--- config.mk ---
export PLATFORM = sky130hd
export DESIGN_NAME = ups_status_deglitch
export DESIGN_NICKNAME = d
export VERILOG_FILES = /design/src/sv/usd_pkg.sv /design/src/sv/usd_in_stage.sv /design/src/sv/usd_filter.sv /design/src/sv/usd_out_stage.sv /design/src/sv/ups_status_deglitch.sv
export SDC_FILE = /design/constraint.sdc
export NUM_CORES = 1
export LEC_CHECK = 0
export BUFFER_PORTS_ARGS = -buffer_cell sky130_fd_sc_hd__buf_2
export CAP_MARGIN = 20
export CORE_ASPECT_RATIO = 0.7
export CORE_MARGIN = 2
export CORE_UTILIZATION = 45
export CTS_CLUSTER_DIAMETER = 30
export CTS_CLUSTER_SIZE = 28
export DETAILED_ROUTE_END_ITERATION = 10
export GPL_TIMING_DRIVEN = 0
export HOLD_SLACK_MARGIN = 0.05
export PLACE_DENSITY_LB_ADDON = 0.08
export REMOVE_ABC_BUFFERS = 1
export SETUP_SLACK_MARGIN = 0.1
export SYNTH_ARGS = -nofsm -noshare
export SYNTH_HDL_FRONTEND = slang
export SYNTH_SLANG_ARGS = --single-unit
--- constraint.sdc ---
create_clock -name clk -period 4.9 [get_ports clk]
set_input_delay 0.49 -clock clk [delete_from_list [all_inputs] [get_ports clk]]
set_output_delay 0.49 -clock clk [all_outputs]
set_load 0.005 [all_outputs]
--- src/sv/usd_pkg.sv ---
// ----------------------------------------------------------------------------
// usd_pkg: shared types and codes for the UPS status deglitch filter
// Poll and status word layouts, register indexes, power state codes.
// ----------------------------------------------------------------------------
package usd_pkg;

	localparam int CountWidth = 4;
	localparam int CfgIndexWidth = 1;
	localparam int CfgDataWidth = 4;

	typedef logic [CountWidth-1:0] count_t;

	// register indexes on the configuration port
	localparam logic [CfgIndexWidth-1:0] REG_REQUIRED_MATCHES = 1'd0;
	localparam logic [CfgIndexWidth-1:0] REG_MAX_READ_ERRORS = 1'd1;

	localparam count_t RESET_REQUIRED_MATCHES = 4'd3;
	localparam count_t RESET_MAX_READ_ERRORS = 4'd3;

	// published power state codes
	localparam logic [1:0] PWR_FULLY_CHARGED = 2'd0;
	localparam logic [1:0] PWR_CHARGING = 2'd1;
	localparam logic [1:0] PWR_DISCHARGING = 2'd2;

	typedef struct packed {
		logic open_ok;
		logic read_ok;
		logic line_carrier;
		logic line_cts;
		logic line_dsr;
	} poll_t;

	typedef struct packed {
		logic       link_open;
		logic       ups_present;
		logic [1:0] power_state;
		logic       battery_is_low;
		logic       alarm_discharging;
		logic       alarm_battery_low;
	} status_t;

	typedef struct packed {
		count_t required_matches;
		count_t max_read_errors;
	} cfg_t;

endpackage

--- src/sv/usd_in_stage.sv ---
// ----------------------------------------------------------------------------
// usd_in_stage: poll input register
// Captures one poll word and holds it until the filter consumes it.
// ----------------------------------------------------------------------------
module usd_in_stage import usd_pkg::*; (
	input  logic  clk,
	input  logic  arst_n,
	input  logic  in_valid,
	output logic  in_ready,
	input  poll_t in_poll,
	input  logic  advance,
	output logic  valid_s1,
	output poll_t poll_s1
);

	// take a new word when empty or when the held one moves on this cycle
	assign in_ready = !valid_s1 || advance;

	always_ff @(posedge clk or negedge arst_n) begin
		if (!arst_n) begin
			valid_s1 <= 1'b0;
		end else if (in_ready) begin
			valid_s1 <= in_valid;
		end
	end

	always_ff @(posedge clk) begin
		if (in_ready && in_valid) begin
			poll_s1 <= in_poll;
		end
	end

endmodule

--- src/sv/usd_filter.sv ---
// ----------------------------------------------------------------------------
// usd_filter: link state, match history and published status
// Applies one poll to the filter state and forms the status word.
// ----------------------------------------------------------------------------
module usd_filter import usd_pkg::*; (
	input  logic    clk,
	input  logic    arst_n,
	input  cfg_t    cfg,
	input  logic    advance,
	input  poll_t   poll_s1,
	output status_t status
);

	logic       open_q;
	logic [2:0] prev_bits_q;
	logic       prev_valid_q;
	count_t     match_q;
	count_t     error_q;
	logic       dis_rep_q;
	logic       low_rep_q;
	logic       present_q;
	logic [1:0] state_q;
	logic       shown_low_q;

	logic       open_d;
	logic [2:0] prev_bits_d;
	logic       prev_valid_d;
	count_t     match_d;
	count_t     error_d;
	logic       dis_rep_d;
	logic       low_rep_d;
	logic       present_d;
	logic [1:0] state_d;
	logic       shown_low_d;
	logic       alarm_dis;
	logic       alarm_low;

	logic       active;
	logic [2:0] bits;
	count_t     error_inc;
	count_t     match_new;

	assign active = open_q || poll_s1.open_ok;
	assign bits = {poll_s1.line_dsr, poll_s1.line_cts, poll_s1.line_carrier};
	assign error_inc = (error_q < cfg.max_read_errors) ? count_t'(error_q + 4'd1) : error_q;

	always_comb begin
		if (!prev_valid_q || bits != prev_bits_q) begin
			match_new = 4'd1;
		end else if (match_q < cfg.required_matches) begin
			match_new = count_t'(match_q + 4'd1);
		end else begin
			match_new = match_q;
		end
	end

	always_comb begin
		open_d = open_q;
		prev_bits_d = prev_bits_q;
		prev_valid_d = prev_valid_q;
		match_d = match_q;
		error_d = error_q;
		dis_rep_d = dis_rep_q;
		low_rep_d = low_rep_q;
		present_d = present_q;
		state_d = state_q;
		shown_low_d = shown_low_q;
		alarm_dis = 1'b0;
		alarm_low = 1'b0;
		if (active) begin
			open_d = 1'b1;
			if (!poll_s1.read_ok) begin
				match_d = '0;
				prev_bits_d = '0;
				prev_valid_d = 1'b0;
				error_d = error_inc;
				// error limit reached: close and drop everything to reset values
				if (error_inc >= cfg.max_read_errors) begin
					open_d = 1'b0;
					error_d = '0;
					dis_rep_d = 1'b0;
					low_rep_d = 1'b0;
					present_d = 1'b0;
					state_d = PWR_FULLY_CHARGED;
					shown_low_d = 1'b0;
				end
			end else begin
				error_d = '0;
				match_d = match_new;
				prev_bits_d = bits;
				prev_valid_d = 1'b1;
				if (match_new >= cfg.required_matches) begin
					dis_rep_d = poll_s1.line_dsr;
					alarm_dis = poll_s1.line_dsr && !dis_rep_q;
					low_rep_d = poll_s1.line_cts;
					alarm_low = poll_s1.line_cts && !low_rep_q;
					present_d = poll_s1.line_carrier;
					shown_low_d = poll_s1.line_cts;
					if (poll_s1.line_dsr) begin
						state_d = PWR_DISCHARGING;
					end else if (poll_s1.line_cts) begin
						state_d = PWR_CHARGING;
					end else begin
						state_d = PWR_FULLY_CHARGED;
					end
				end
			end
		end
	end

	assign status = '{
		link_open:         open_d,
		ups_present:       present_d,
		power_state:       state_d,
		battery_is_low:    shown_low_d,
		alarm_discharging: alarm_dis,
		alarm_battery_low: alarm_low
	};

	always_ff @(posedge clk or negedge arst_n) begin
		if (!arst_n) begin
			open_q <= 1'b0;
			prev_bits_q <= '0;
			prev_valid_q <= 1'b0;
			match_q <= '0;
			error_q <= '0;
			dis_rep_q <= 1'b0;
			low_rep_q <= 1'b0;
			present_q <= 1'b0;
			state_q <= PWR_FULLY_CHARGED;
			shown_low_q <= 1'b0;
		end else if (advance) begin
			open_q <= open_d;
			prev_bits_q <= prev_bits_d;
			prev_valid_q <= prev_valid_d;
			match_q <= match_d;
			error_q <= error_d;
			dis_rep_q <= dis_rep_d;
			low_rep_q <= low_rep_d;
			present_q <= present_d;
			state_q <= state_d;
			shown_low_q <= shown_low_d;
		end
	end

endmodule

--- src/sv/usd_out_stage.sv ---
// ----------------------------------------------------------------------------
// usd_out_stage: status result register
// Holds one status word until the receiver takes it.
// ----------------------------------------------------------------------------
module usd_out_stage import usd_pkg::*; (
	input  logic    clk,
	input  logic    arst_n,
	input  logic    valid_s1,
	input  status_t status,
	output logic    advance,
	output logic    out_valid,
	input  logic    out_ready,
	output status_t status_s2
);

	// move the held poll on when this register is free or being drained
	assign advance = valid_s1 && (!out_valid || out_ready);

	always_ff @(posedge clk or negedge arst_n) begin
		if (!arst_n) begin
			out_valid <= 1'b0;
		end else if (!out_valid || out_ready) begin
			out_valid <= valid_s1;
		end
	end

	always_ff @(posedge clk) begin
		if (advance) begin
			status_s2 <= status;
		end
	end

endmodule

--- src/sv/ups_status_deglitch.sv ---
// ----------------------------------------------------------------------------
// ups_status_deglitch: UPS status line deglitch filter
// Debounces polled UPS status lines and publishes presence, power state,
// battery level and one-shot alarms.
// ----------------------------------------------------------------------------
// Usage:
//   Input channel (in_valid/in_ready) carries one poll word: open_ok, read_ok
//   and the carrier, CTS and DSR lines. Output channel (out_valid/out_ready)
//   returns exactly one status word per poll, in order.
//   Configuration: cfg_write with cfg_index/cfg_data sets required_matches
//   (index 0) or max_read_errors (index 1); write only while no poll is in
//   flight.
//   An accepted poll sits in the input register; the state update between
//   the two registers is combinational, and the status register loads its
//   result when free or being drained. Throughput is one poll per cycle
//   while the receiver keeps taking status words.
//   A stalled receiver holds the status register; the input register still
//   takes one more poll, then in_ready drops until the status word is taken.
//   Reset closes the link, clears history and counts, publishes not present,
//   fully charged, battery full, and loads both registers with 3.
// ----------------------------------------------------------------------------
module ups_status_deglitch import usd_pkg::*; (
	input  logic                     clk,
	input  logic                     arst_n,
	input  logic                     cfg_write,
	input  logic [CfgIndexWidth-1:0] cfg_index,
	input  logic [CfgDataWidth-1:0]  cfg_data,
	input  logic                     in_valid,
	output logic                     in_ready,
	input  logic                     open_ok,
	input  logic                     read_ok,
	input  logic                     line_carrier,
	input  logic                     line_cts,
	input  logic                     line_dsr,
	output logic                     out_valid,
	input  logic                     out_ready,
	output logic                     link_open,
	output logic                     ups_present,
	output logic [1:0]               power_state,
	output logic                     battery_is_low,
	output logic                     alarm_discharging,
	output logic                     alarm_battery_low
);

	cfg_t    cfg_q;
	poll_t   in_poll;
	poll_t   poll_s1;
	logic    valid_s1;
	logic    advance;
	status_t status;
	status_t status_s2;

	always_ff @(posedge clk or negedge arst_n) begin
		if (!arst_n) begin
			cfg_q.required_matches <= RESET_REQUIRED_MATCHES;
			cfg_q.max_read_errors <= RESET_MAX_READ_ERRORS;
		end else if (cfg_write) begin
			case (cfg_index)
				REG_REQUIRED_MATCHES: cfg_q.required_matches <= cfg_data;
				REG_MAX_READ_ERRORS:  cfg_q.max_read_errors <= cfg_data;
				default: ;
			endcase
		end
	end

	assign in_poll = '{
		open_ok:      open_ok,
		read_ok:      read_ok,
		line_carrier: line_carrier,
		line_cts:     line_cts,
		line_dsr:     line_dsr
	};

	usd_in_stage u_in (
		.clk      (clk),
		.arst_n   (arst_n),
		.in_valid (in_valid),
		.in_ready (in_ready),
		.in_poll  (in_poll),
		.advance  (advance),
		.valid_s1 (valid_s1),
		.poll_s1  (poll_s1)
	);

	usd_filter u_filter (
		.clk     (clk),
		.arst_n  (arst_n),
		.cfg     (cfg_q),
		.advance (advance),
		.poll_s1 (poll_s1),
		.status  (status)
	);

	usd_out_stage u_out (
		.clk       (clk),
		.arst_n    (arst_n),
		.valid_s1  (valid_s1),
		.status    (status),
		.advance   (advance),
		.out_valid (out_valid),
		.out_ready (out_ready),
		.status_s2 (status_s2)
	);

	assign link_open = status_s2.link_open;
	assign ups_present = status_s2.ups_present;
	assign power_state = status_s2.power_state;
	assign battery_is_low = status_s2.battery_is_low;
	assign alarm_discharging = status_s2.alarm_discharging;
	assign alarm_battery_low = status_s2.alarm_battery_low;

endmodule

* After elaboration in Yosys (flattened, before gate mapping) *
Cells that the tools add are included.

cells by class
  add/subtract/negate cells = 2
  magnitude comparators = 4
  eq/ne operators = 2
  muxes and demuxes = 30
  bitwise operators = 1
  reductions and logical operators = 19

operators with widths
  kind                 count
  $mux 4               6
  $mux 1               18
  $mux 2               5
  $add 4x1->4 const B  2
  $ge 4x4->1           2
  $lt 4x4->1           2
  $reduce_and 2->1     3
  $logic_not 1->1      5
  $logic_and 1x1->1    4
  $logic_or 1x1->1     4
  $reduce_and 4->1     1
  $mux 3               1
  $ne 3x3->1           1
  $reduce_and 3->1     1
  $ne 2x1->1 const B   1
  $reduce_bool 2->1    1
  $not 1->1            1

storage, ports and cells
  register bits after elaboration = 41
  bits of input ports = 15
  output and inout bits = 9
  word-level logic and storage cells = 83

* Longest topological paths before layout *
Gate-level depths: netlist (run 1).

  depth after elaboration = 7
  gate-level depth with buffers = 14
  depth with buffers taken out = 13

* Modules after synthesis *
From an unflattened synthesis (run 1), not the netlist that was laid out.

second synthesis, totals
  cell total of the unflattened synthesis = 216
  area, all modules = 2368.5 µm²

by module, submodules not included
  module               instances  cells each  area an instance (µm²)  seq. area each (µm²)
  usd_filter           1          178         1580.3                  475.5
  ups_status_deglitch  1          18          330.3                   205.2
  usd_out_stage        1          11          254.0                   235.2
  usd_in_stage         1          9           203.9                   175.2

* Worst setup path before layout (run 1) *
OpenSTA, ideal clock, no wires.

  path kind = reg2reg
  from = register cfg_q[5] (netlist bit)
  to = register u_out.status_s2[2] (netlist name)
  library setup time = 0.256 ns
  arrival = 2.805 ns
  required time = 4.644 ns
  slack = 1.839 ns
  cell stages (with the launch flop) = 14
  buffers on the path = 1
  clock period less this slack = 3.061 ns
  cell sequence = dfstp_2 > inv_1 > ha_1 > a2111oi_4 > or2_2 > nand2_1 > a21oi_1 > ha_1 > nand2b_1 > a211oi_1 > o21bai_1 > and3_1 > clkbuf_1 > a22o_1

RTL lines
  element      RTL line                   RTL
  from (decl)  ups_status_deglitch.sv:45  cfg_t cfg_q;

==> reports/qor.log, run 1 <==
qor: clocking.ctsHtreeMaxLevel 2
qor: route.post-route-drc-count 0
qor: global_routing.grt_antenna_before_repair 0
qor: timing.fin_setup_tns 0 ns
qor: route.routed_wire_length_per_instance 15.11 um
qor: route.number_of_drc_markers_after_the_initial_detailed_route_iteration 65
qor: placement.port_buffers 23
qor: synthesis.netlist_top_cells_area sky130_fd_sc_hd__dfrtp_1, sky130_fd_sc_hd__edfxtp_1, sky130_fd_sc_hd__ha_1
qor: timing.timing.hold.ws 0.2293 ns
qor: floorplan.dieHeight 62.36 um
qor: power_and_ir_drop.vdd.ir_drop.worst 0.1536 mV
qor: synthesis.postSynthRegisterBits 41
qor: setup_path.crit_path_start_kind flip-flop
qor: synthesis.yosysUniqueCellTypes 43
qor: route.drt-total-wl 4.277 mm
qor: run.drv_cap 0
qor: synthesis.yosys_warnings 0
qor: synthesis.yosys_most_used_dff sky130_fd_sc_hd__dfrtp_1
qor: power_and_ir_drop.total_leakage_power 1.092 nW
qor: synthesis.synth-seq-area-share 49.83%
qor: floorplan.fp.dieArea 5449 um^2
qor: timing.skew 0.01063 ns
qor: placement.placed_cell_area 2354 um^2
qor: synthesis.ys_async_sr_fraction 70.73%
qor: power_and_ir_drop.internal-power 0.6828 mW
qor: setup_path.cp.arrival 3.50 ns
qor: route.drt-vias-per-instance 5.435
qor: clocking.numCtsBuffers 5
qor: synthesis.postSynthCellCount 199
qor: clocking.clock_insertion_delay_worst_skew 0.29 ns
qor: synthesis.synth.largest_area_cell sky130_fd_sc_hd__dfrtp_1
qor: floorplan.ioPinCount 24
qor: clocking.clockBufferDepth 2
qor: timing.timing.slew.headroom 55.23%
qor: floorplan.floorplan.initialDensity 46.30%
qor: clocking.post_cts_resized 0
qor: setup_path.timing.critical_path.required 4.94 ns
qor: timing.post-route-min-period 3.462 ns
qor: synthesis.post_synth.cell_area_avg 11.00 um^2
qor: power_and_ir_drop.comb_power_share 33.2%
qor: cells_and_area.final_common_cell sky130_fd_sc_hd__dfrtp_1
qor: placement.dpl.hpwl 3.221 mm
qor: setup_path.critPathCaptureType flip-flop
qor: setup_path.type_of_the_worst_setup_path flip-flop to flip-flop
qor: timing.grt_setup_unrepaired false
qor: global_routing.first_pass_grt_wire_length 7.272 mm
qor: floorplan.core-area 4730 um^2
qor: cells_and_area.diodes 0
qor: cells_and_area.multi_input_area 1023 um^2
qor: hold_path.timing.hold.worst.class input port to asynchronous set/reset pin
qor: global_routing.grt_max_degree 30
qor: cells_and_area.final_layout_size_suffix_gt1_share 21.68%
qor: clocking.clock_tree_from_tritoncts done
qor: clocking.cts.clk_slew.worst_paths 0.09 ns
qor: cells_and_area.finish.instance_area 2440 um^2
qor: cells_and_area.fillers 431
qor: power_and_ir_drop.power_density_over_the_cells 428.6 nW/um^2
qor: global_routing.grt_overflow 0
qor: power_and_ir_drop.power 1.046 mW
qor: floorplan.die-width 87.38 um
qor: placement.gp_congestion 0.8128
qor: timing.finish_stage_setup_viols 0
qor: global_routing.grt_pass1_vias 1508
qor: clocking.post_cts.repair.setup_buffers 0
qor: global_routing.grt_util_all_layers 17.20%
qor: power_and_ir_drop.p_switching 0.3629 mW
qor: timing.layout_worst_path_cycle_share 70.65%
qor: timing.timing.final.max_slew_violations 0
qor: synthesis.synth-edff-count 12
qor: timing.worst_slew_pin_slew 0.6716 ns
qor: cells_and_area.p_r_area_growth_vs_syn 11.43%
qor: placement.numPlacedInstances 275
qor: cells_and_area.ff_latch_area 1091 um^2
qor: synthesis.yosysTopAreaCellShare 28.57%
qor: clocking.tritoncts_num_sinks 41
qor: cells_and_area.finish.net_count 256
qor: power_and_ir_drop.power.switching_fraction 34.71%
qor: setup_path.crit_fanout 10
qor: power_and_ir_drop.pwr-share-seq 46.1%
qor: power_and_ir_drop.share_clk_of_total_power 20.7%
qor: timing.timing_hold_violations_final 0
qor: cells_and_area.post_layout_nonfiller_instances 283
qor: synthesis.cell_area_after_technology_mapping 2190 um^2
qor: floorplan.fp_rows 21
qor: route.vias 1538
qor: clocking.cts_root_buf sky130_fd_sc_hd__clkbuf_8
qor: cells_and_area.commonest_non_fill_non_tap_cells_in_the_layout sky130_fd_sc_hd__dfrtp_1, sky130_fd_sc_hd__buf_2, sky130_fd_sc_hd__nand2_1
qor: outcome.run_status completed
qor: clocking.cts_hold_buf 0
qor: route.drt_first_pass_iters 4
qor: route.drtAntennaViolNets 0
qor: timing.clock.fmax 288.9 MHz
[through the flow]
step / util [%] / worst slack [ns]
floorplan: - / 1.920
CTS: 51.59 / 1.461
global placement: 49.76 / 1.544
detailed placement: 49.76 / 1.507
finish: 51.59 / 1.438
global route: 51.59 / 1.187
[power groups by stage]
stage | clock network [mW] | registers, mW | logic, mW
final | 0.217 | 0.482 | 0.347
after global routing | 0.238 | 0.493 | 0.395
after CTS | 0.223 | 0.482 | 0.350
after detailed placement | 0 | 0.488 | 0.346
after global placement | 0 | 0.485 | 0.330
after floorplan | 0 | 0.475 | 0.259
[registers in the layout (all words and copies together) (netlist names), 2 cells and up]
signal / flops
u_filter.state_q: 2
u_in.poll_s1: 5
u_out.status_s2: 7
cfg_q: 8
u_filter.prev_bits_q: 3
u_filter.error_q: 4
u_filter.match_q: 4
[routing by layer]
metal	GRT usage, %	part of all wire (%)	up-vias
li1	-	-	785
met1	25.15	51	728
met2	25.95	45	21
met3	3.989	2.6	4
met4	4.038	0.79	0
met5	0	0	-
[cell usage after synthesis, types with 2 or more instances]
cell                        number
sky130_fd_sc_hd__nand4_1         4
sky130_fd_sc_hd__a22o_1          4
sky130_fd_sc_hd__dfstp_2         4
sky130_fd_sc_hd__ha_1           16
sky130_fd_sc_hd__mux2_2          6
sky130_fd_sc_hd__o211ai_1        5
sky130_fd_sc_hd__clkbuf_1        3
sky130_fd_sc_hd__nor2_1          8
sky130_fd_sc_hd__o2bb2ai_1       3
sky130_fd_sc_hd__and3_1          2
sky130_fd_sc_hd__dfrtp_1        25
sky130_fd_sc_hd__nor3_1          4
sky130_fd_sc_hd__a32o_1          5
sky130_fd_sc_hd__a21oi_1         8
sky130_fd_sc_hd__nand3_1         3
sky130_fd_sc_hd__and2_1          2
sky130_fd_sc_hd__inv_1          14
sky130_fd_sc_hd__nand2_1        21
sky130_fd_sc_hd__edfxtp_1       12
sky130_fd_sc_hd__or2_2           3
sky130_fd_sc_hd__xnor2_1         6
sky130_fd_sc_hd__o21ai_0        15
sky130_fd_sc_hd__nand2b_1        4
sky130_fd_sc_hd__a211o_1         3
[cell type report]
type,count,area share (%)
well taps,57,2.923
flip-flops and latches,41,44.72
multi-input cells,140,41.95
inverters,14,2.154
clock inverters,3,0.7179
clock buffers,5,2.821
repair buffers,23,4.718
[cell families after synthesis]
family | after synthesis | share of synthesized area, %
simple gates | 60 | 14.34
compound gates | 51 | 17.03
flops | 41 | 49.83
buf+inv | 18 | 3.428
fa+ha+maj | 16 | 9.143
xor+xnor | 7 | 3.143
mux | 6 | 3.085
[critical path, cell delays in order, from the launching register on]
cell,delay (ns)
sky130_fd_sc_hd__dfstp_2,0.54
sky130_fd_sc_hd__inv_1,0.06
sky130_fd_sc_hd__ha_1,0.27
sky130_fd_sc_hd__o21ai_0,0.08
sky130_fd_sc_hd__a211o_1,0.39
sky130_fd_sc_hd__and2_1,0.21
sky130_fd_sc_hd__xnor2_1,0.14
sky130_fd_sc_hd__ha_1,0.31
sky130_fd_sc_hd__o211ai_1,0.10
sky130_fd_sc_hd__o211ai_1,0.51
sky130_fd_sc_hd__o211ai_1,0.35
sky130_fd_sc_hd__a22o_1,0.27
[final timing paths]
path	depth (start not counted)	endpoint	slack, ns	start
setup reg to reg	11	u_out.status_s2[2]$_DFFE_PP_	1.44	cfg_q[1]$_DFFE_PN1P_
hold / removal	1	u_filter.match_q[2]$_DFFE_PN0P_	0.23	arst_n
hold reg to reg	1	u_filter.dis_rep_q$_DFFE_PN0P_	0.49	u_filter.dis_rep_q$_DFFE_PN0P_
setup / recovery	11	u_out.status_s2[2]$_DFFE_PP_	1.44	cfg_q[1]$_DFFE_PN1P_
min in group clk	1	u_in.poll_s1[2]$_DFFE_PP_	0.38	line_carrier
max in group asynchronous	1	u_filter.state_q[0]$_DFFE_PN0P_	4.23	arst_n
Note: power is estimated with default switching activity, not from simulation.
==> inputs of run 2 (changes only) <==
--- a/config.mk
+++ b/config.mk
@@ -5,6 +5,7 @@
 export SDC_FILE = /design/constraint.sdc
 export NUM_CORES = 1
 export LEC_CHECK = 0
+export ABC_AREA = 1
 export BUFFER_PORTS_ARGS = -buffer_cell sky130_fd_sc_hd__buf_2
 export CAP_MARGIN = 20
 export CORE_ASPECT_RATIO = 0.7
==> constraint.sdc (replaced) <==
create_clock -name clk -period 2.8 [get_ports clk]
set_input_delay 0.28 -clock clk [delete_from_list [all_inputs] [get_ports clk]]
set_output_delay 0.28 -clock clk [all_outputs]
set_load 0.005 [all_outputs]
==> run 2 against run 1 <==
Final area up 16%. First-iteration DRC count up 37%. Sequential share of layout area down 6.2 points. Clock power up 130%. Setup slack worse by 1.2 ns. Power rose to 2.5 times the previous value. Synthesized cell count up 30%. Worst hold slack worse by 0.063 ns. Largest power group is now combinational cells.
==> reports/qor.log, run 2 <==
qor: outcome.run_status completed [unchanged]
qor: timing.timing.final.ws_setup 0.2083 ns [was 1.438 ns]
qor: placement.gp_congestion 0.7853 [was 0.8128]
qor: global_routing.grt_util_all_layers 18.15% [was 17.20%]
qor: floorplan.fp_rows 21 [unchanged]
qor: synthesis.synth.largest_area_cell sky130_fd_sc_hd__dfrtp_1 [unchanged]
qor: setup_path.crit_top_cell sky130_fd_sc_hd__nand2_2 [was sky130_fd_sc_hd__o211ai_1]
qor: global_routing.first_pass_grt_wire_length 7.845 mm [was 7.272 mm]
qor: setup_path.critPathCaptureType flip-flop [unchanged]
qor: setup_path.timing.critical_path.required 2.84 ns [was 4.94 ns]
qor: synthesis.synth.cells.most_frequent sky130_fd_sc_hd__nand2_1, sky130_fd_sc_hd__inv_1, sky130_fd_sc_hd__dfrtp_1, sky130_fd_sc_hd__nand3_1 [was sky130_fd_sc_hd__dfrtp_1, sky130_fd_sc_hd__nand2_1, sky130_fd_sc_hd__ha_1, sky130_fd_sc_hd__o21ai_0, sky130_fd_sc_hd__inv_1]
qor: timing.timing.hold.ws 0.1659 ns [was 0.2293 ns]
qor: global_routing.grt_pass1_vias 1662 [was 1508]
qor: synthesis.ys_async_sr_fraction 70.73% [unchanged]
qor: clocking.clock_insertion_delay_worst_skew 0.29 ns [about the same]
qor: floorplan.die-width 88.35 um [was 87.38 um]
qor: setup_path.cp.arrival 2.64 ns [was 3.50 ns]
qor: cells_and_area.regMostFlops cfg_q [unchanged]
qor: floorplan.ioPinCount 24 [unchanged]
qor: synthesis.yosysMostFrequentCell sky130_fd_sc_hd__nand2_1 [was sky130_fd_sc_hd__dfrtp_1]
qor: synthesis.synth-edff-count 12 [unchanged]
qor: route.drt_first_pass_iters 4 [unchanged]
qor: cells_and_area.ff_latch_area 1091 um^2 [unchanged]
qor: cells_and_area.largest_register_ffs 8 [unchanged]
qor: synthesis.yosys_warnings 0 [unchanged]
qor: route.number_of_drc_markers_after_the_initial_detailed_route_iteration 89 [was 65]
qor: cells_and_area.diodes 0 [unchanged]
qor: timing.timing_hold_violations_final 0 [unchanged]
qor: setup_path.largest_incremental_delay_on_the_critical_path 0.56 ns [was 0.54 ns]
qor: run.drv_cap 0 [unchanged]
qor: cells_and_area.finish.net_count 325 [was 256]
qor: global_routing.grt_most_used_layer met1 [was met2]
qor: floorplan.fp.dieArea 5569 um^2 [was 5449 um^2]
qor: global_routing.grt_overflow 0 [unchanged]
qor: synthesis.post_synth.cell_area_avg 8.686 um^2 [was 11.00 um^2]
qor: timing.timing.final.max_slew_violations 0 [unchanged]
qor: global_routing.grt_max_degree 30 [unchanged]
qor: synthesis.postSynthCellCount 258 [was 199]
qor: setup_path.crit_path_start_kind flip-flop [unchanged]
qor: synthesis.synth-seq-area-share 48.69% [was 49.83%]
qor: floorplan.core-area 4782 um^2 [was 4730 um^2]
qor: timing.finish_stage_setup_viols 0 [unchanged]
qor: timing.post-route-min-period 2.592 ns [was 3.462 ns]
qor: timing.layout_worst_path_cycle_share 92.56% [was 70.65%]
qor: route.routed_wire_length_per_instance 12.51 um [was 15.11 um]
qor: timing.worst_slew_pin_slew 0.6639 ns [was 0.6716 ns]
qor: cells_and_area.commonest_non_fill_non_tap_cells_in_the_layout sky130_fd_sc_hd__nand2_1, sky130_fd_sc_hd__inv_1, sky130_fd_sc_hd__dfrtp_1 [was sky130_fd_sc_hd__dfrtp_1, sky130_fd_sc_hd__buf_2, sky130_fd_sc_hd__nand2_1]
qor: clocking.clockBufferDepth 2 [unchanged]
qor: clocking.clock_tree_from_tritoncts done [unchanged]
qor: cells_and_area.final_layout_size_suffix_gt1_share 34.58% [was 21.68%]
qor: route.vias 1749 [was 1538]
qor: cells_and_area.p_r_area_growth_vs_syn 26.35% [was 11.43%]
qor: cells_and_area.largest_registers cfg_q x8, u_out.status_s2 x7, u_in.poll_s1 x5 [unchanged]
qor: setup_path.crit_path_cell_trace inv_4 -> ha_4 -> nand2_2 -> nand2_2 -> nand3_4 -> nand2_4 -> nand2_2 -> and3_4 -> ha_4 -> nand4_1 -> nand3_4 -> nand2_2 -> nand2_2 -> nand2_2 -> nand2_1 -> o21ai_0 [was inv_1 -> ha_1 -> o21ai_0 -> a211o_1 -> and2_1 -> xnor2_1 -> ha_1 -> o211ai_1 -> o211ai_1 -> o211ai_1 -> a22o_1]
qor: placement.port_buffers 23 [unchanged]
qor: clocking.tritoncts_num_sinks 41 [unchanged]
qor: placement.place_worst_setup_slack -0.05877 ns [was 1.507 ns]
qor: clocking.ctsHtreeMaxLevel 2 [unchanged]
qor: timing.timing.slew.headroom 55.74% [was 55.23%]
qor: clocking.numCtsBuffers 5 [unchanged]
qor: placement.dpl.hpwl 3.300 mm [was 3.221 mm]
qor: synthesis.postSynthRegisterBits 41 [unchanged]
qor: global_routing.grt_antenna_before_repair 0 [unchanged]
qor: setup_path.crit_fanout 5 [was 10]
qor: cells_and_area.multi_input_area 1199 um^2 [was 1023 um^2]
qor: cells_and_area.fillers 464 [was 431]
qor: global_routing.grtUsageMet3 4.359% [was 3.989%]
qor: power_and_ir_drop.vdd.ir_drop.worst 0.4274 mV [was 0.1536 mV]
qor: clocking.cts.clk_slew.worst_paths 0.08 ns [was 0.09 ns]
qor: route.drtAntennaViolNets 0 [unchanged]
qor: hold_path.timing.hold.worst.class input port to flip-flop [was input port to asynchronous set/reset pin]
qor: setup_path.cp_slowest_cell sky130_fd_sc_hd__dfstp_2 [unchanged]
qor: route.post-route-drc-count 0 [unchanged]
qor: synthesis.yosysTopAreaCellShare 27.92% [was 28.57%]
qor: timing.grt_setup_unrepaired true [was false]
qor: synthesis.netlist_top_cells_area sky130_fd_sc_hd__dfrtp_1, sky130_fd_sc_hd__edfxtp_1, sky130_fd_sc_hd__nand2_1 [was sky130_fd_sc_hd__dfrtp_1, sky130_fd_sc_hd__edfxtp_1, sky130_fd_sc_hd__ha_1]
qor: synthesis.yosysUniqueCellTypes 29 [was 43]
qor: route.drt-total-wl 4.555 mm [was 4.277 mm]
qor: floorplan.dieHeight 63.04 um [was 62.36 um]
qor: cells_and_area.final_core_util 59.21% [was 51.59%]
qor: clocking.cts_root_buf sky130_fd_sc_hd__clkbuf_8 [unchanged]
qor: synthesis.yosys_most_used_dff sky130_fd_sc_hd__dfrtp_1 [unchanged]
qor: setup_path.type_of_the_worst_setup_path flip-flop to flip-flop [unchanged]
qor: power_and_ir_drop.total_leakage_power 1.398 nW [was 1.092 nW]
qor: power_and_ir_drop.power_density_over_the_cells 929.6 nW/um^2 [was 428.6 nW/um^2]
qor: synthesis.cell_area_after_technology_mapping 2241 um^2 [was 2190 um^2]
qor: timing.clock.fmax 385.8 MHz [was 288.9 MHz]
qor: global_routing.grtUsageMet1 29.16% [was 25.15%]
qor: timing.skew 0.01256 ns [was 0.01063 ns]
qor: global_routing.use_met2 24.72% [was 25.95%]
qor: cells_and_area.final_common_cell sky130_fd_sc_hd__nand2_1 [was sky130_fd_sc_hd__dfrtp_1]
qor: power_and_ir_drop.power 2.632 mW [was 1.046 mW]
qor: floorplan.floorplan.initialDensity 46.86% [was 46.30%]
qor: route.drt-vias-per-instance 4.805 [was 5.435]
run 2: cell types whose count changed after synthesis, sizes merged, moves of 5 or more:
| cell | before | now |
|---|---|---|
| mux2 | 6 | 0 |
| xnor2 | 7 | 2 |
| nand2b | 5 | 0 |
| nand2 | 21 | 88 |
| a32o | 5 | 0 |
| inv | 14 | 44 |
| nand3 | 3 | 20 |
| o211ai | 5 | 0 |
run 2: cell families (layout without fill, tap and decap cells):
logic type / count (synthesis) / in the layout / share of synthesized area [%]
simple gates: 122 / 122 / 25.46
buf+inv: 44 / 81 / 7.482
flops: 41 / 41 / 48.69
compound gates: 30 / 30 / 7.482
fa+ha+maj: 16 / 16 / 8.933
xor+xnor: 5 / 5 / 1.955
run 2: cell type report:
type	instances	share of cell area, %
clock buffers	6	2.916
clock inverters	2	1.326
inverters	44	6.098
multi-input cells	173	42.33
flip-flops and latches	41	38.53
well taps	69	3.049
repair buffers	29	5.745
run 2: metrics by stage:
step / area, um^2 / instances / TNS [ns]
finish: 2831 / 364 / 0
global route: 2831 / 364 / 0
CTS: 2600 / 359 / 0
detailed placement: 2442 / 350 / -0.08925
global placement: 2442 / 350 / -0.002245
floorplan: 2241 / 258 / 0
run 2: layer usage:
| metal | up-vias | part of all wire, % |
|---|---|---|
| met5 | - | 0 |
| met4 | 0 | 0.31 |
| met3 | 2 | 3.7 |
| met2 | 34 | 41 |
| met1 | 808 | 55 |
| li1 | 905 | - |
run 2: repair_timing:
action / CTS / global route
gates resized for setup: 8 / 46
gates cloned: 0 / 0
endpoints found under the setup margin: 8 / 12
pin swaps: 1 / 20
hold endpoints to repair: 13 / 0
hold buffers: 1 / 0
setup buffers: 0 / 5
run 2: path summary, 6_finish.rpt:
path                                                start                             endpoint  slack, ns  cells past startpoint
min in group asynchronous                          arst_n      u_filter.error_q[2]$_DFFE_PN0P_       0.54                      2
hold reg to reg            u_filter.low_rep_q$_DFFE_PN0P_       u_filter.low_rep_q$_DFFE_PN0P_       0.48                      2
max in group asynchronous                          arst_n  u_filter.prev_bits_q[1]$_DFFE_PN0P_       1.81                      2
setup reg to reg                     cfg_q[5]$_DFFE_PN1P_         u_out.status_s2[5]$_DFFE_PP_       0.21                     16
hold / removal                                    open_ok            u_in.poll_s1[4]$_DFFE_PP_       0.17                      1
setup / recovery                     cfg_q[5]$_DFFE_PN1P_         u_out.status_s2[5]$_DFFE_PP_       0.21                     16
run 2: report_power, final:
group	total, mW	leakage, nW	switching [mW]	internal (mW)
logic	1.22	0.857	0.731	0.489
registers	0.906	0.484	0.116	0.790
clock network	0.506	0.0574	0.216	0.290
run 2: worst max-delay path: cells and delay by family (launching register included):
family | cells | cell delay [ns]
compound gates | 1 | 0.07
fa+ha+maj | 2 | 0.51
buf+inv | 1 | 0.05
flops | 1 | 0.56
simple gates | 12 | 1.16
